<file path="src/pmfw_pkg.sv">
package pmfw_pkg;

  localparam int unsigned NumBlocks    = 64;
  localparam int unsigned PagesInBlock = 16;
  localparam int unsigned NumLpn       = 512;
  localparam int unsigned MaxGcRounds  = 64;
  localparam int unsigned NumPages     = NumBlocks * PagesInBlock;

  localparam int unsigned BlkW  = $clog2(NumBlocks);
  localparam int unsigned OffW  = $clog2(PagesInBlock);
  localparam int unsigned LpnW  = $clog2(NumLpn);
  localparam int unsigned PpnW  = $clog2(NumPages);
  localparam int unsigned CntW  = $clog2(NumBlocks + 1);
  localparam int unsigned RndW  = $clog2(MaxGcRounds + 1);

  localparam int unsigned LpnFieldW = 9;
  localparam int unsigned PpnFieldW = 10;
  localparam int unsigned RndFieldW = 7;
  localparam int unsigned MovFieldW = 10;
  localparam int unsigned FreeFieldW = 7;
  localparam int unsigned ThrW = 6;
  localparam logic [ThrW-1:0] ThrReset = ThrW'(2);
  localparam logic [MovFieldW-1:0] MovMax = '1;

  localparam logic [1:0] RegThreshold = 2'd0;

  typedef enum logic [3:0] {
    StIdle,
    StClear,
    StGcCheck,
    StVicPop,
    StScanRd,
    StScanMap,
    StScanChk,
    StErase,
    StWrite,
    StOut
  } state_e;

  typedef struct packed {
    logic clr_step;
    logic load_lpn;
    logic gc_init;
    logic gc_check;
    logic vic_pop;
    logic scan_map;
    logic scan_place;
    logic erase_step;
    logic free_push;
    logic host_place;
    logic out_load;
  } cmd_t;

  typedef struct packed {
    logic clr_done;
    logic gc_due;
    logic no_closed;
    logic cap_hit;
    logic scan_live;
    logic scan_last;
    logic erase_last;
  } sts_t;

endpackage

</file>
<file path="src/pmfw_ctrl.sv">
module pmfw_ctrl (
  input  logic             clk_i,
  input  logic             rst_ni,
  input  logic             in_valid_i,
  output logic             in_ready_o,
  input  logic             out_busy_i,
  input  pmfw_pkg::sts_t   sts_i,
  output pmfw_pkg::cmd_t   cmd_o
);
  import pmfw_pkg::*;

  state_e state_q, state_d;

  always_ff @(posedge clk_i or negedge rst_ni) begin
    if (!rst_ni) begin
      state_q <= StClear;
    end else begin
      state_q <= state_d;
    end
  end

  always_comb begin
    state_d    = state_q;
    cmd_o      = '0;
    in_ready_o = 1'b0;
    case (state_q)
      StClear: begin
        cmd_o.clr_step = 1'b1;
        if (sts_i.clr_done) state_d = StIdle;
      end
      StIdle: begin
        in_ready_o = 1'b1;
        if (in_valid_i) begin
          cmd_o.load_lpn = 1'b1;
          cmd_o.gc_init  = 1'b1;
          state_d = StGcCheck;
        end
      end
      StGcCheck: begin
        cmd_o.gc_check = 1'b1;
        if (!sts_i.gc_due || sts_i.no_closed || sts_i.cap_hit) begin
          state_d = StWrite;
        end else begin
          state_d = StVicPop;
        end
      end
      StVicPop: begin
        cmd_o.vic_pop = 1'b1;
        state_d = StScanRd;
      end
      StScanRd: begin
        state_d = StScanMap;
      end
      StScanMap: begin
        cmd_o.scan_map = 1'b1;
        state_d = StScanChk;
      end
      StScanChk: begin
        cmd_o.scan_place = sts_i.scan_live;
        state_d = sts_i.scan_last ? StErase : StScanRd;
      end
      StErase: begin
        cmd_o.erase_step = 1'b1;
        if (sts_i.erase_last) begin
          cmd_o.free_push = 1'b1;
          state_d = StGcCheck;
        end
      end
      StWrite: begin
        cmd_o.host_place = 1'b1;
        state_d = StOut;
      end
      StOut: begin
        if (!out_busy_i) begin
          cmd_o.out_load = 1'b1;
          state_d = StIdle;
        end
      end
      default: state_d = StIdle;
    endcase
  end

  assert property (@(posedge clk_i) disable iff (!rst_ni)
    cmd_o.load_lpn |-> state_q == StIdle)
    else $error("load outside idle");
  assert property (@(posedge clk_i) disable iff (!rst_ni)
    cmd_o.vic_pop |=> state_q == StScanRd)
    else $error("pop not followed by scan");
  assert property (@(posedge clk_i) disable iff (!rst_ni)
    cmd_o.out_load |-> !out_busy_i)
    else $error("result overwritten");
endmodule

</file>
<file path="config.mk">
export PLATFORM = sky130hd
export DESIGN_NAME = pmfw_ctrl
export DESIGN_NICKNAME = d
export VERILOG_FILES = /design/src/pmfw_pkg.sv /design/src/pmfw_ctrl.sv
export SDC_FILE = /design/constraint.sdc
export NUM_CORES = 1
export LEC_CHECK = 0
export BUFFER_PORTS_ARGS = -buffer_cell sky130_fd_sc_hd__clkbuf_2
export CORE_AREA = 2 2 39 41
export DETAILED_ROUTE_END_ITERATION = 6
export DIE_AREA = 0 0 41 43
export GPL_TIMING_DRIVEN = 0
export HOLD_SLACK_MARGIN = 0.12
export SETUP_SLACK_MARGIN = 0.2
export SLEW_MARGIN = 20
export SYNTH_ARGS = -nofsm -noshare
export SYNTH_HDL_FRONTEND = slang
export SYNTH_SLANG_ARGS = --single-unit
</file>
<file path="constraint.sdc">
create_clock -name clk_i -period 3.32 [get_ports clk_i]
set_input_delay 0.498 -clock clk_i [delete_from_list [all_inputs] [get_ports clk_i]]
set_output_delay 0.498 -clock clk_i [all_outputs]
set_load 0.02 [all_outputs]
</file>
---- Word level (Yosys, flattened, before mapping) ----
Index checks and enable logic that the tools add are counted.
storage, ports and cells
  input port bits ......................... 11
  register bits after elaboration ......... 4
  output and inout port bits .............. 12
  logic and storage cells ................. 39
operators by class
  reduce and logical (&&, ||, !) cells .... 5
  equal/unequal tests ..................... 13
  multiplexer cells ....................... 20
operators with widths
  cell                                                                    number
  4-bit case mux with 10 select lines                                     1
  4-bit 2-to-1 mux                                                        5
  4-bit by 3-bit equality test with 1-bit output (second input constant)  4
  1-bit 2-to-1 mux                                                        10
  4-bit by 2-bit equality test with 1-bit output (second input constant)  2
  4-bit equality test (second input constant)                             2
  2-bit 2-to-1 mux                                                        4
  2-bit inequality test (second input constant)                           4
  4-bit by 1-bit equality test with 1-bit output (second input constant)  1
  4-bit logical NOT                                                       1
  4-bit AND reduction                                                     1
  1-bit logical OR                                                        2
  1-bit logical NOT                                                       1

---- Longest topological paths before layout ----
Gate-level depths: netlist of run 1.
  word-level depth ........................ 5
  mapped depth ............................ 4
  mapped depth without buffers ............ 4

---- Worst setup path before layout of run 1 ----
No wires, ideal clock.
  path type ............................... flip-flop to output port
  from .................................... reg state_q[1]
  to ...................................... out cmd_o[9] in the netlist's numbering
  cell stages (with the launch flop) ...... 5
  setup slack ............................. 0.923 ns
  arrival time ............................ 1.899 ns
  buffers on the path ..................... 2
  cells stage by stage .................... dfrtp_1 clkbuf_1 nor4_1 and2_1 buf_4
RTL lines
  element                 RTL line         RTL
  start, declared         pmfw_ctrl.sv:12  state_e state_q, state_d;
  start signal, assigned  pmfw_ctrl.sv:16  state_q <= StClear;
  start signal, assigned  pmfw_ctrl.sv:18  state_q <= state_d;
  end, declared           pmfw_ctrl.sv:8   output pmfw_pkg::cmd_t cmd_o

==> impl_metrics.json, run 1 <==
{
  "start_kind": "register",
  "highest_layer": "met3",
  "clock_skew_ns": 0.00401,
  "synthCells": 52,
  "syn2layout_area_growth_pct": 45.1,
  "p_sw_uw": 263,
  "placed_area_um2": 499,
  "critical_path_class": "register to primary output",
  "cts_tree": "done",
  "portBuffers": 22,
  "antenna_found_initial": 0,
  "synthMuxAreaShare_pct": 0,
  "die_y_um": 43,
  "drt_wl_total_um": 1030,
  "finalSetupViolations": 0,
  "hold_path_end": "state_q[1]",
  "holdPathStages": 2,
  "final_core_util_pct": 38.7,
  "end_kind": "primary output",
  "wl_met2_um": 462,
  "cts_resized": 0,
  "synth_xor_area_share_pct": 0,
  "synth_largest_area_cell": "dfrtp_1",
  "start_util_pct": 26.7,
  "fillers": 161,
  "hold_path_class": "input port to register",
  "design_area_um2": 536,
  "postLayoutSetupSlackWorst_ns": 1.14,
  "antenna_left": 0,
  "numCtsBuffers": 3,
  "num_rows": 14,
  "synth_cell_types": 26,
  "reg2reg_slack_ns": 1.86,
  "synth_compound_area_share_pct": 20.0,
  "p_sw_share_pct": 50.7,
  "globalplace.congestion": 0.797,
  "top_register": "state_q",
  "yosysWarnings": 0,
  "remaining_drc_errors": 0,
  "yosysTopAreaCellShare_pct": 20.3,
  "core_um2": 1380,
  "top_regs": "state_q x4",
  "tightest_slew_ns": 0.359,
  "status": "complete, no violations",
  "syn_area_um2": 369,
  "root_buffer": "clkbuf_4",
  "die_w_um": 41,
  "power_uw": 518,
  "clk_pin_slew_ns": 0.04,
  "reg2reg_depth": 4,
  "via_count": 472,
  "first_pass_iters": 4,
  "path_max_fanout": 10,
  "hold_viol": 0,
  "rsz0062_at_grt": "no",
  "maxSlewViolCount": 0,
  "wl_met3_um": 75,
  "finalCritPeriodShare_pct": 65.7,
  "grt_max_degree": 11,
  "tns_ns": 0,
  "htree_levels": 1,
  "ys_seq_area_share_pct": 27.5,
  "synth.avg_cell_area_um2": 7.10,
  "ir_drop_v": 0.000331,
  "groute.usage.overall_pct": 13.5,
  "wl_met1_um": 490,
  "min_from": "sts_i[0]",
  "power.internal_uw": 255,
  "pwr-share-clk_pct": 12.8,
  "synth_area_leaders": "dfrtp_1 20%, nor3_1 9.5%, dfstp_2 7.1%, a21oi_1 5.4%, nand2_1 5.1%",
  "drt_iter0_drc": 9,
  "synthAdderAreaFrac_pct": 0,
  "clock_latency_ns": 0.24,
  "diodes": 0,
  "cts_sinks": 4,
  "grt_pass1_vias": 408,
  "reg2reg_to": "state_q[1]",
  "fp.dieArea_um2": 1760,
  "dp.cells": 90,
  "cp.required_ns": 2.82,
  "pwr-share-seq_pct": 19.6,
  "p_leak_nw": 0.274,
  "synth-simple-area-share_pct": 42.4,
  "cap_violations": 0,
  "fin_crit_ns": 2.18,
  "combinationalPowerShare_pct": 67.6,
  "synth_top_family_by_area": "simple AND/OR/NAND/NOR gates",
  "post_cts_buffers": 0,
  "nets": 91,
  "wl_per_cell_um": 10.8,
  "final_cell_count_no_fill": 95,
  "power_density_nw_per_um2": 968,
  "ys_ff_latch": 4,
  "hold_slack_ns": 0.498,
  "routed_via_density": 4.97,
  "arrival_ns": 1.68,
  "syn-num-nets": 63,
  "fmax_mhz": 459,
  "drive_gt1_share_pct": 38.0,
  "clock_path_buffers": 2,
  "pin_count": 23,
  "post-place-ws_ns": 1.39,
  "grt_pass1_wl_um": 1660,
  "grt.overflow.total": 0,
  "relSlewSlack_pct": 76.1,
  "dp_hpwl_um": 804,
  "worstReg2RegStart": "state_q[0]",
  "largest_reg_flops": 4
}
[Yosys cell counts]
cell type,n
o21ai_0,2
nor2_1,3
a21oi_1,4
or4_1,1
and4_1,1
o32ai_1,1
buf_2,3
inv_1,3
o32a_1,1
nor2b_1,1
nand2_1,5
clkbuf_1,1
nand2b_1,3
dfrtp_1,3
nand3_1,1
nor3_1,7
o211ai_1,1
dfstp_2,1
or2_0,1
a311o_1,1
a211oi_1,1
nor4_1,1
and3_1,2
nor3b_1,1
and2_1,2
buf_4,1
[worst max-delay path by stage]
| stage | from | endpoint | slack (ns) | cells past startpoint |
|---|---|---|---|---|
| floorplan | state_q[1] | cmd_o[9] | 0.92 | 4 |
| global placement | state_q[1] | cmd_o[9] | 1.42 | 5 |
| detailed placement | state_q[1] | cmd_o[9] | 1.39 | 5 |
| CTS | state_q[1] | cmd_o[9] | 1.12 | 5 |
| global route | state_q[1] | cmd_o[9] | 1.01 | 5 |
| finish | state_q[1] | cmd_o[9] | 1.14 | 5 |
[routing by layer]
layer	GRT usage, %	vias up
li1	-	243
met1	18.5	211
met2	19.4	18
met3	6.28	0
met4	2.00	0
met5	0	-
[critical path, cell delays in order (launching register included)]
cell	delay [ns]
dfrtp_1	0.42
clkbuf_1	0.22
nor4_1	0.36
and2_1	0.19
buf_4	0.10
clkbuf_2	0.15
[kinds of logic (layout without fill, tap and decap cells)]
logic type / count (synthesis) / count (layout)
compound gates: 11 / 11
buf+inv: 8 / 35
simple gates: 29 / 29
flops: 4 / 4
[power groups by stage]
| stage | combinational, mW | clock [mW] | sequential, mW |
|---|---|---|---|
| floorplan | 0.261 | 0 | 0.0952 |
| global placement | 0.347 | 0 | 0.101 |
| detailed placement | 0.349 | 0 | 0.102 |
| CTS | 0.351 | 0.0709 | 0.102 |
| global route | 0.387 | 0.0728 | 0.107 |
| finish | 0.351 | 0.0664 | 0.101 |
[placed cells by master, fill, tap and decap left out, drive strengths merged, types with 3 or more instances in the layout]
| master | count |
|---|---|
| nor2 | 3 |
| buf | 4 |
| a21oi | 4 |
| nand2 | 5 |
| clkbuf | 27 |
| dfrtp | 3 |
| nand2b | 3 |
| nor3 | 7 |
| inv | 3 |
[final cells by class]
cell class / instances / area (µm²) / share of cell area (%)
clock buffer: 4 / 26.3 / 4.91
tap: 16 / 20.0 / 3.74
sequential: 4 / 101 / 18.9
timing repair buffer: 23 / 120 / 22.4
inverter: 3 / 11.3 / 2.10
buffer: 5 / 26.3 / 4.91
multi-input combinational: 40 / 230 / 43.0
[timing repair]
item,CTS,global route
hold buffers,1,0
endpoints found under the hold margin,3,0
setup endpoints to repair,0,0
Note: power is estimated with default switching activity, not from simulation.
==> run 2, diff against run 1 <==
--- a/config.mk
+++ b/config.mk
@@ -5,10 +5,10 @@
 export SDC_FILE = /design/constraint.sdc
 export NUM_CORES = 1
 export LEC_CHECK = 0
+export ABC_AREA = 1
 export BUFFER_PORTS_ARGS = -buffer_cell sky130_fd_sc_hd__clkbuf_2
-export CORE_AREA = 2 2 39 41
+export CORE_UTILIZATION = 30
 export DETAILED_ROUTE_END_ITERATION = 6
-export DIE_AREA = 0 0 41 43
 export GPL_TIMING_DRIVEN = 0
 export HOLD_SLACK_MARGIN = 0.12
 export SETUP_SLACK_MARGIN = 0.2
==> constraint.sdc (replaced) <==
create_clock -name clk_i -period 2.15 [get_ports clk_i]
set_input_delay 0.3225 -clock clk_i [delete_from_list [all_inputs] [get_ports clk_i]]
set_output_delay 0.3225 -clock clk_i [all_outputs]
set_load 0.02 [all_outputs]
==> run 2 against run 1 <==
  * First-iteration DRC count stayed put
  * Via count is 6.4% lower
  * Final cell count is 13% higher
  * Sequential cell count stayed put
  * Synthesized cell count is 27% higher
  * Synthesized area is 6.1% higher
  * Non-clock buffer count is 4 lower
  * Critical endpoint unchanged
  * Total power is 27% higher
  * Worst setup slack worse by 0.80 ns
  * Sequential power is 56% higher
  * Worst hold slack worse by 0.13 ns
  * Critical path depth stayed put
  * Critical path type unchanged
==> impl_metrics.json, run 2 <==
{
  "synth.avg_cell_area_um2": 5.93,
  "hold_path_end": "state_q[1]",
  "clock_skew_ns": 0.00485,
  "hold_slack_ns": 0.364,
  "portBuffers": 22,
  "placed_area_um2": 519,
  "p_leak_nw": 0.361,
  "syn-num-nets": 77,
  "drt_iter0_drc": 9,
  "routed_via_density": 4.13,
  "reg2reg_slack_ns": 0.91,
  "largest_reg_flops": 4,
  "grt_pass1_wl_um": 1360,
  "cts_tree": "done",
  "tns_ns": 0,
  "reg2reg_depth": 8,
  "synth_largest_area_cell": "dfrtp_1",
  "diodes": 0,
  "synthCells": 66,
  "dp_hpwl_um": 717,
  "drive_gt1_share_pct": 44.1,
  "worstPathCellList": "nor2_2 > nand2_1 > nor2_1 > buf_4 > clkbuf_2",
  "finalCritPeriodShare_pct": 84.2,
  "final_common_cell": "clkbuf_2",
  "num_rows": 12,
  "htree_levels": 1,
  "globalplace.congestion": 0.800,
  "cp.required_ns": 1.83,
  "drt_wl_total_um": 880,
  "hold_viol": 0,
  "remaining_drc_errors": 0,
  "postLayoutSetupSlackWorst_ns": 0.339,
  "core_um2": 1160,
  "power_uw": 659,
  "die_y_um": 38.1,
  "end_kind": "primary output",
  "grt_max_degree": 7,
  "power_density_nw_per_um2": 1190,
  "numCtsBuffers": 3,
  "ys_seq_area_share_pct": 25.9,
  "path_delay_family": "simple AND/OR/NAND/NOR gates",
  "min_from": "sts_i[0]",
  "crit_buf_inv": 2,
  "post-place-ws_ns": 0.592,
  "ir_drop_v": 0.000512,
  "cts_sinks": 4,
  "antenna_found_initial": 0,
  "worstReg2RegStart": "state_q[0]",
  "grt.overflow.total": 0,
  "start_kind": "register",
  "pin_count": 23,
  "grt_pass1_vias": 341,
  "clk_pin_slew_ns": 0.04,
  "syn2layout_area_growth_pct": 41.9,
  "rsz0062_at_grt": "no",
  "synth_area_leaders": "dfrtp_1 19%, nand2_1 15%, inv_1 12%, nor2_1 8.6%, nor2_2 8.0%",
  "design_area_um2": 556,
  "via_count": 442,
  "path_max_fanout": 6,
  "ys_ff_latch": 4,
  "synth_cell_types": 16,
  "synthTopCellsByCount": "16 x nand2_1, 12 x inv_1, 9 x nor2_1",
  "root_buffer": "clkbuf_4",
  "arrival_ns": 1.49,
  "fmax_mhz": 552,
  "layout_common_cells": "22 x clkbuf_2, 16 x nand2_1, 12 x inv_1, 9 x nor2_1, 5 x nor2_2",
  "clock_latency_ns": 0.24,
  "cp_slowest_cell": "dfrtp_1",
  "critPathMaxStageDelay_ns": 0.45,
  "relSlewSlack_pct": 82.7,
  "top_regs": "state_q x4",
  "synth_ff_type": "dfrtp_1",
  "cap_violations": 0,
  "reg2reg_to": "state_q[1]",
  "syn_area_um2": 392,
  "top_register": "state_q",
  "hold_path_class": "input port to register",
  "status": "complete, no violations",
  "synth-edff-count": 0,
  "yosysTopAreaCellShare_pct": 19.2,
  "nets": 105,
  "maxSlewViolCount": 0,
  "die_w_um": 38.1,
  "yosysWarnings": 0,
  "tightest_slew_ns": 0.259,
  "start_util_pct": 33.9,
  "fp.dieArea_um2": 1450,
  "cts_resized": 0,
  "holdPathStages": 4,
  "clock_path_buffers": 2,
  "critical_path_class": "register to primary output",
  "finalSetupViolations": 0,
  "first_pass_iters": 4,
  "fillers": 117,
  "fin_crit_ns": 1.81,
  "antenna_left": 0,
  "wl_per_cell_um": 8.22,
  "synthArstFlopShare_pct": 100,
  "groute.usage.overall_pct": 14.3,
  "yosysMostFrequentCell": "nand2_1"
}
## run 2: cell count changes after synthesis, sizes merged, moves of 3 or more
cell / delta
nor3: -5
buf: -3
inv: +13
nor2: +13
nand2: +14
nand2b: -3
a21oi: -4
nand3: +3
## run 2: cell type report
class / count / area (µm²) / share of cell area (%)
inverter: 16 / 60.1 / 10.8
multi-input combinational: 45 / 223 / 40.1
clock buffer: 4 / 26.3 / 4.73
tap: 14 / 17.5 / 3.15
sequential: 4 / 101 / 18.2
buffer: 1 / 7.51 / 1.35
timing repair buffer: 23 / 120 / 21.6
## run 2: worst register-to-register path: stages (launching register included)
cell and delay (ns):
dfstp_2 0.57, inv_2 0.05, nor2_4 0.11, inv_2 0.05, nor2_1 0.15, nor2_1 0.07
nand2_1 0.07, nand2_1 0.06, nand2_1 0.05
## run 2: cell families after synthesis
group	synth area share, %
AOI/OAI and AO/OA	3.19
DFF	25.9
and+or+nand+nor	53.7
buffers and inverters	17.3
## run 2: repair_timing
action                    in CTS  in global routing
hold buffers                   1                  0
buffers inserted               0                  0
hold endpoints to repair       4                  0
## run 2: where the power goes
group          leakage (nW)  total (mW)  internal [mW]  switching, mW
combinational         0.296       0.395          0.135          0.260
sequential           0.0494       0.158          0.111         0.0474
clock                0.0150       0.106         0.0700         0.0357
total                 0.361       0.659          0.316          0.343
## run 2: worst max path at each step
| stage | startpoint | end | slack (ns) | cells after the start |
|---|---|---|---|---|
| detailed placement | state_q[2] | cmd_o[9] | 0.59 | 5 |
| CTS | state_q[2] | cmd_o[9] | 0.32 | 5 |
| global route | state_q[2] | cmd_o[9] | 0.26 | 5 |
| global placement | state_q[2] | cmd_o[9] | 0.60 | 5 |
| floorplan | state_q[0] | cmd_o[0] | 0.47 | 4 |
| finish | state_q[2] | cmd_o[9] | 0.34 | 5 |
## run 2: layer usage
metal,part of all wire (%),vias to the layer above,global-route usage (%)
li1,-,248,-
met1,52,172,18.9
met2,41,20,18.2
met3,6.5,2,5.23
met4,0.91,0,10.7
met5,0,-,0
## run 2: stage by stage
step,util [%],instances
after floorplan,-,66
after global placement,44.9,102
after detailed placement,44.9,102
after CTS,48.1,107
after global routing,48.1,107
final,48.1,107
==> run 3, diff against run 2 <==
==> constraint.sdc (replaced) <==
create_clock -name clk_i -period 1.47 [get_ports clk_i]
set_input_delay 0.2205 -clock clk_i [delete_from_list [all_inputs] [get_ports clk_i]]
set_output_delay 0.2205 -clock clk_i [all_outputs]
set_load 0.02 [all_outputs]
==> run 3 against run 2 <==
  * The flow now finishes with violations (negative setup slack)
  * Sequential share of layout area shrank 4.9 points
  * Largest cell class unchanged
  * Sequential power grew 60%
  * Total power grew 120%
==> impl_metrics.json, run 3 (synthesis gave the netlist of run 2 again) <==
{
  "antenna_found_initial": 0,
  "layout_common_cells": "12 x buf_4, 10 x nand2_1, 10 x clkbuf_2, 9 x inv_1, 8 x nor2_4",
  "placed_area_um2": 556,
  "tightest_slew_ns": 0.231,
  "hold_path_class": "input port to register",
  "critPathMaxStageDelay_ns": 0.58,
  "antenna_left": 0,
  "globalplace.congestion": 0.757,
  "root_buffer": "clkbuf_4",
  "clock_path_buffers": 2,
  "power_mw": 1.47,
  "ir_drop_v": 0.000854,
  "largest_reg_flops": 4,
  "end_kind": "primary output",
  "pin_count": 23,
  "clk_pin_slew_ns": 0.05,
  "drive_gt1_share_pct": 68.6,
  "path_max_fanout": 4,
  "finalCritPeriodShare_pct": 108,
  "diodes": 0,
  "grt_max_degree": 5,
  "groute.usage.overall_pct": 18.8,
  "cts_tree": "done",
  "top_register": "state_q",
  "top_regs": "state_q x4",
  "tns_ns": -0.489,
  "p_leak_nw": 0.436,
  "cp.required_ns": 1.25,
  "worstPathCellList": "buf_4 > nand2_4 > inv_2 > nand2_1 > nor2_2 > buf_4",
  "drt_wl_total_um": 1320,
  "critical_path_class": "register to primary output",
  "first_pass_iters": 5,
  "core_um2": 1160,
  "start_kind": "register",
  "htree_levels": 1,
  "dp_hpwl_um": 787,
  "grt.overflow.total": 0,
  "start_util_pct": 33.9,
  "remaining_drc_errors": 0,
  "final_common_cell": "buf_4",
  "cts_sinks": 4,
  "drt_iter0_drc": 11,
  "power_density_nw_per_um2": 1860,
  "fmax_mhz": 630,
  "syn2layout_area_growth_pct": 102,
  "postLayoutSetupSlackWorst_ns": -0.117,
  "clock_skew_ns": 0.00604,
  "relSlewSlack_pct": 84.5,
  "grt_pass1_vias": 440,
  "clock_latency_ns": 0.24,
  "violations": "negative setup slack",
  "rsz0062_at_grt": "yes",
  "via_count": 536,
  "routed_via_density": 4.62,
  "design_area_um2": 790,
  "hold_slack_ns": 0.279,
  "cp_slowest_cell": "dfstp_2",
  "post-place-ws_ns": 0.0730,
  "die_y_um": 38.1,
  "path_common_cell": "buf_4",
  "maxSlewViolCount": 0,
  "die_w_um": 38.1,
  "grt_pass1_wl_um": 1860,
  "hold_viol": 0,
  "fp.dieArea_um2": 1450,
  "arrival_ns": 1.37,
  "wl_per_cell_um": 11.3,
  "numCtsBuffers": 3,
  "portBuffers": 22,
  "num_rows": 12,
  "cap_violations": 0,
  "status": "finished with violations",
  "finalSetupViolations": 8,
  "fin_crit_ns": 1.59,
  "nets": 114
}
run 3: area by class of cell:
class | count | area (µm²)
Buffer | 1 | 11.3
Clock buffer | 4 | 26.3
Fill cell | 94 | 367
Inverter | 16 | 60.1
Multi-Input combinational cell | 45 | 314
Sequential cell | 4 | 105
Tap cell | 14 | 17.5
Timing Repair Buffer | 32 | 255
run 3: metrics by stage:
stage | instances | utilization (%)
after global placement | 102 | 48.1
after floorplan | 66 | -
after CTS | 112 | 61.3
after detailed placement | 102 | 48.1
final | 116 | 68.3
after global routing | 116 | 68.3
run 3: power breakdown:
part           internal (mW)  switching, mW
clock                  0.103         0.0580
combinational          0.482          0.575
sequential             0.168         0.0853
run 3: worst max-delay path: cells and delay by family, from the launching register on:
kind | cells | cell delay [ns]
buffers and inverters | 3 | 0.34
and+or+nand+nor | 3 | 0.21
DFF | 1 | 0.58
run 3: routing by layer:
metal  GRT usage (%)  vias to the layer above  routed length, µm
met2            33.1                       28                659
li1                -                      267                  -
met3            1.74                        2                 92
met1            22.8                      239                554
met5               0                        -                  0
met4            8.04                        0                  8
run 3: repair_timing:
action / 4_1_cts / 5_1_grt
hold endpoints to repair: 4 / 0
hold buffers: 1 / 0
buffers inserted: 5 / 4
setup endpoints to repair: 12 / 14
pin swaps: 4 / 6
resized for setup: 26 / 24
run 3: worst paths after layout:
kind | from | cells past startpoint | slack, ns | end
hold reg to reg | state_q[0] | 3 | 0.68 | state_q[0]
max in group asynchronous | rst_ni | 2 | 0.94 | state_q[0]
hold / removal | sts_i[0] | 4 | 0.28 | state_q[1]
setup / recovery | state_q[0] | 6 | -0.12 | cmd_o[2]
setup reg to reg | state_q[0] | 9 | 0.12 | state_q[1]
min in group asynchronous | rst_ni | 2 | 0.32 | state_q[2]
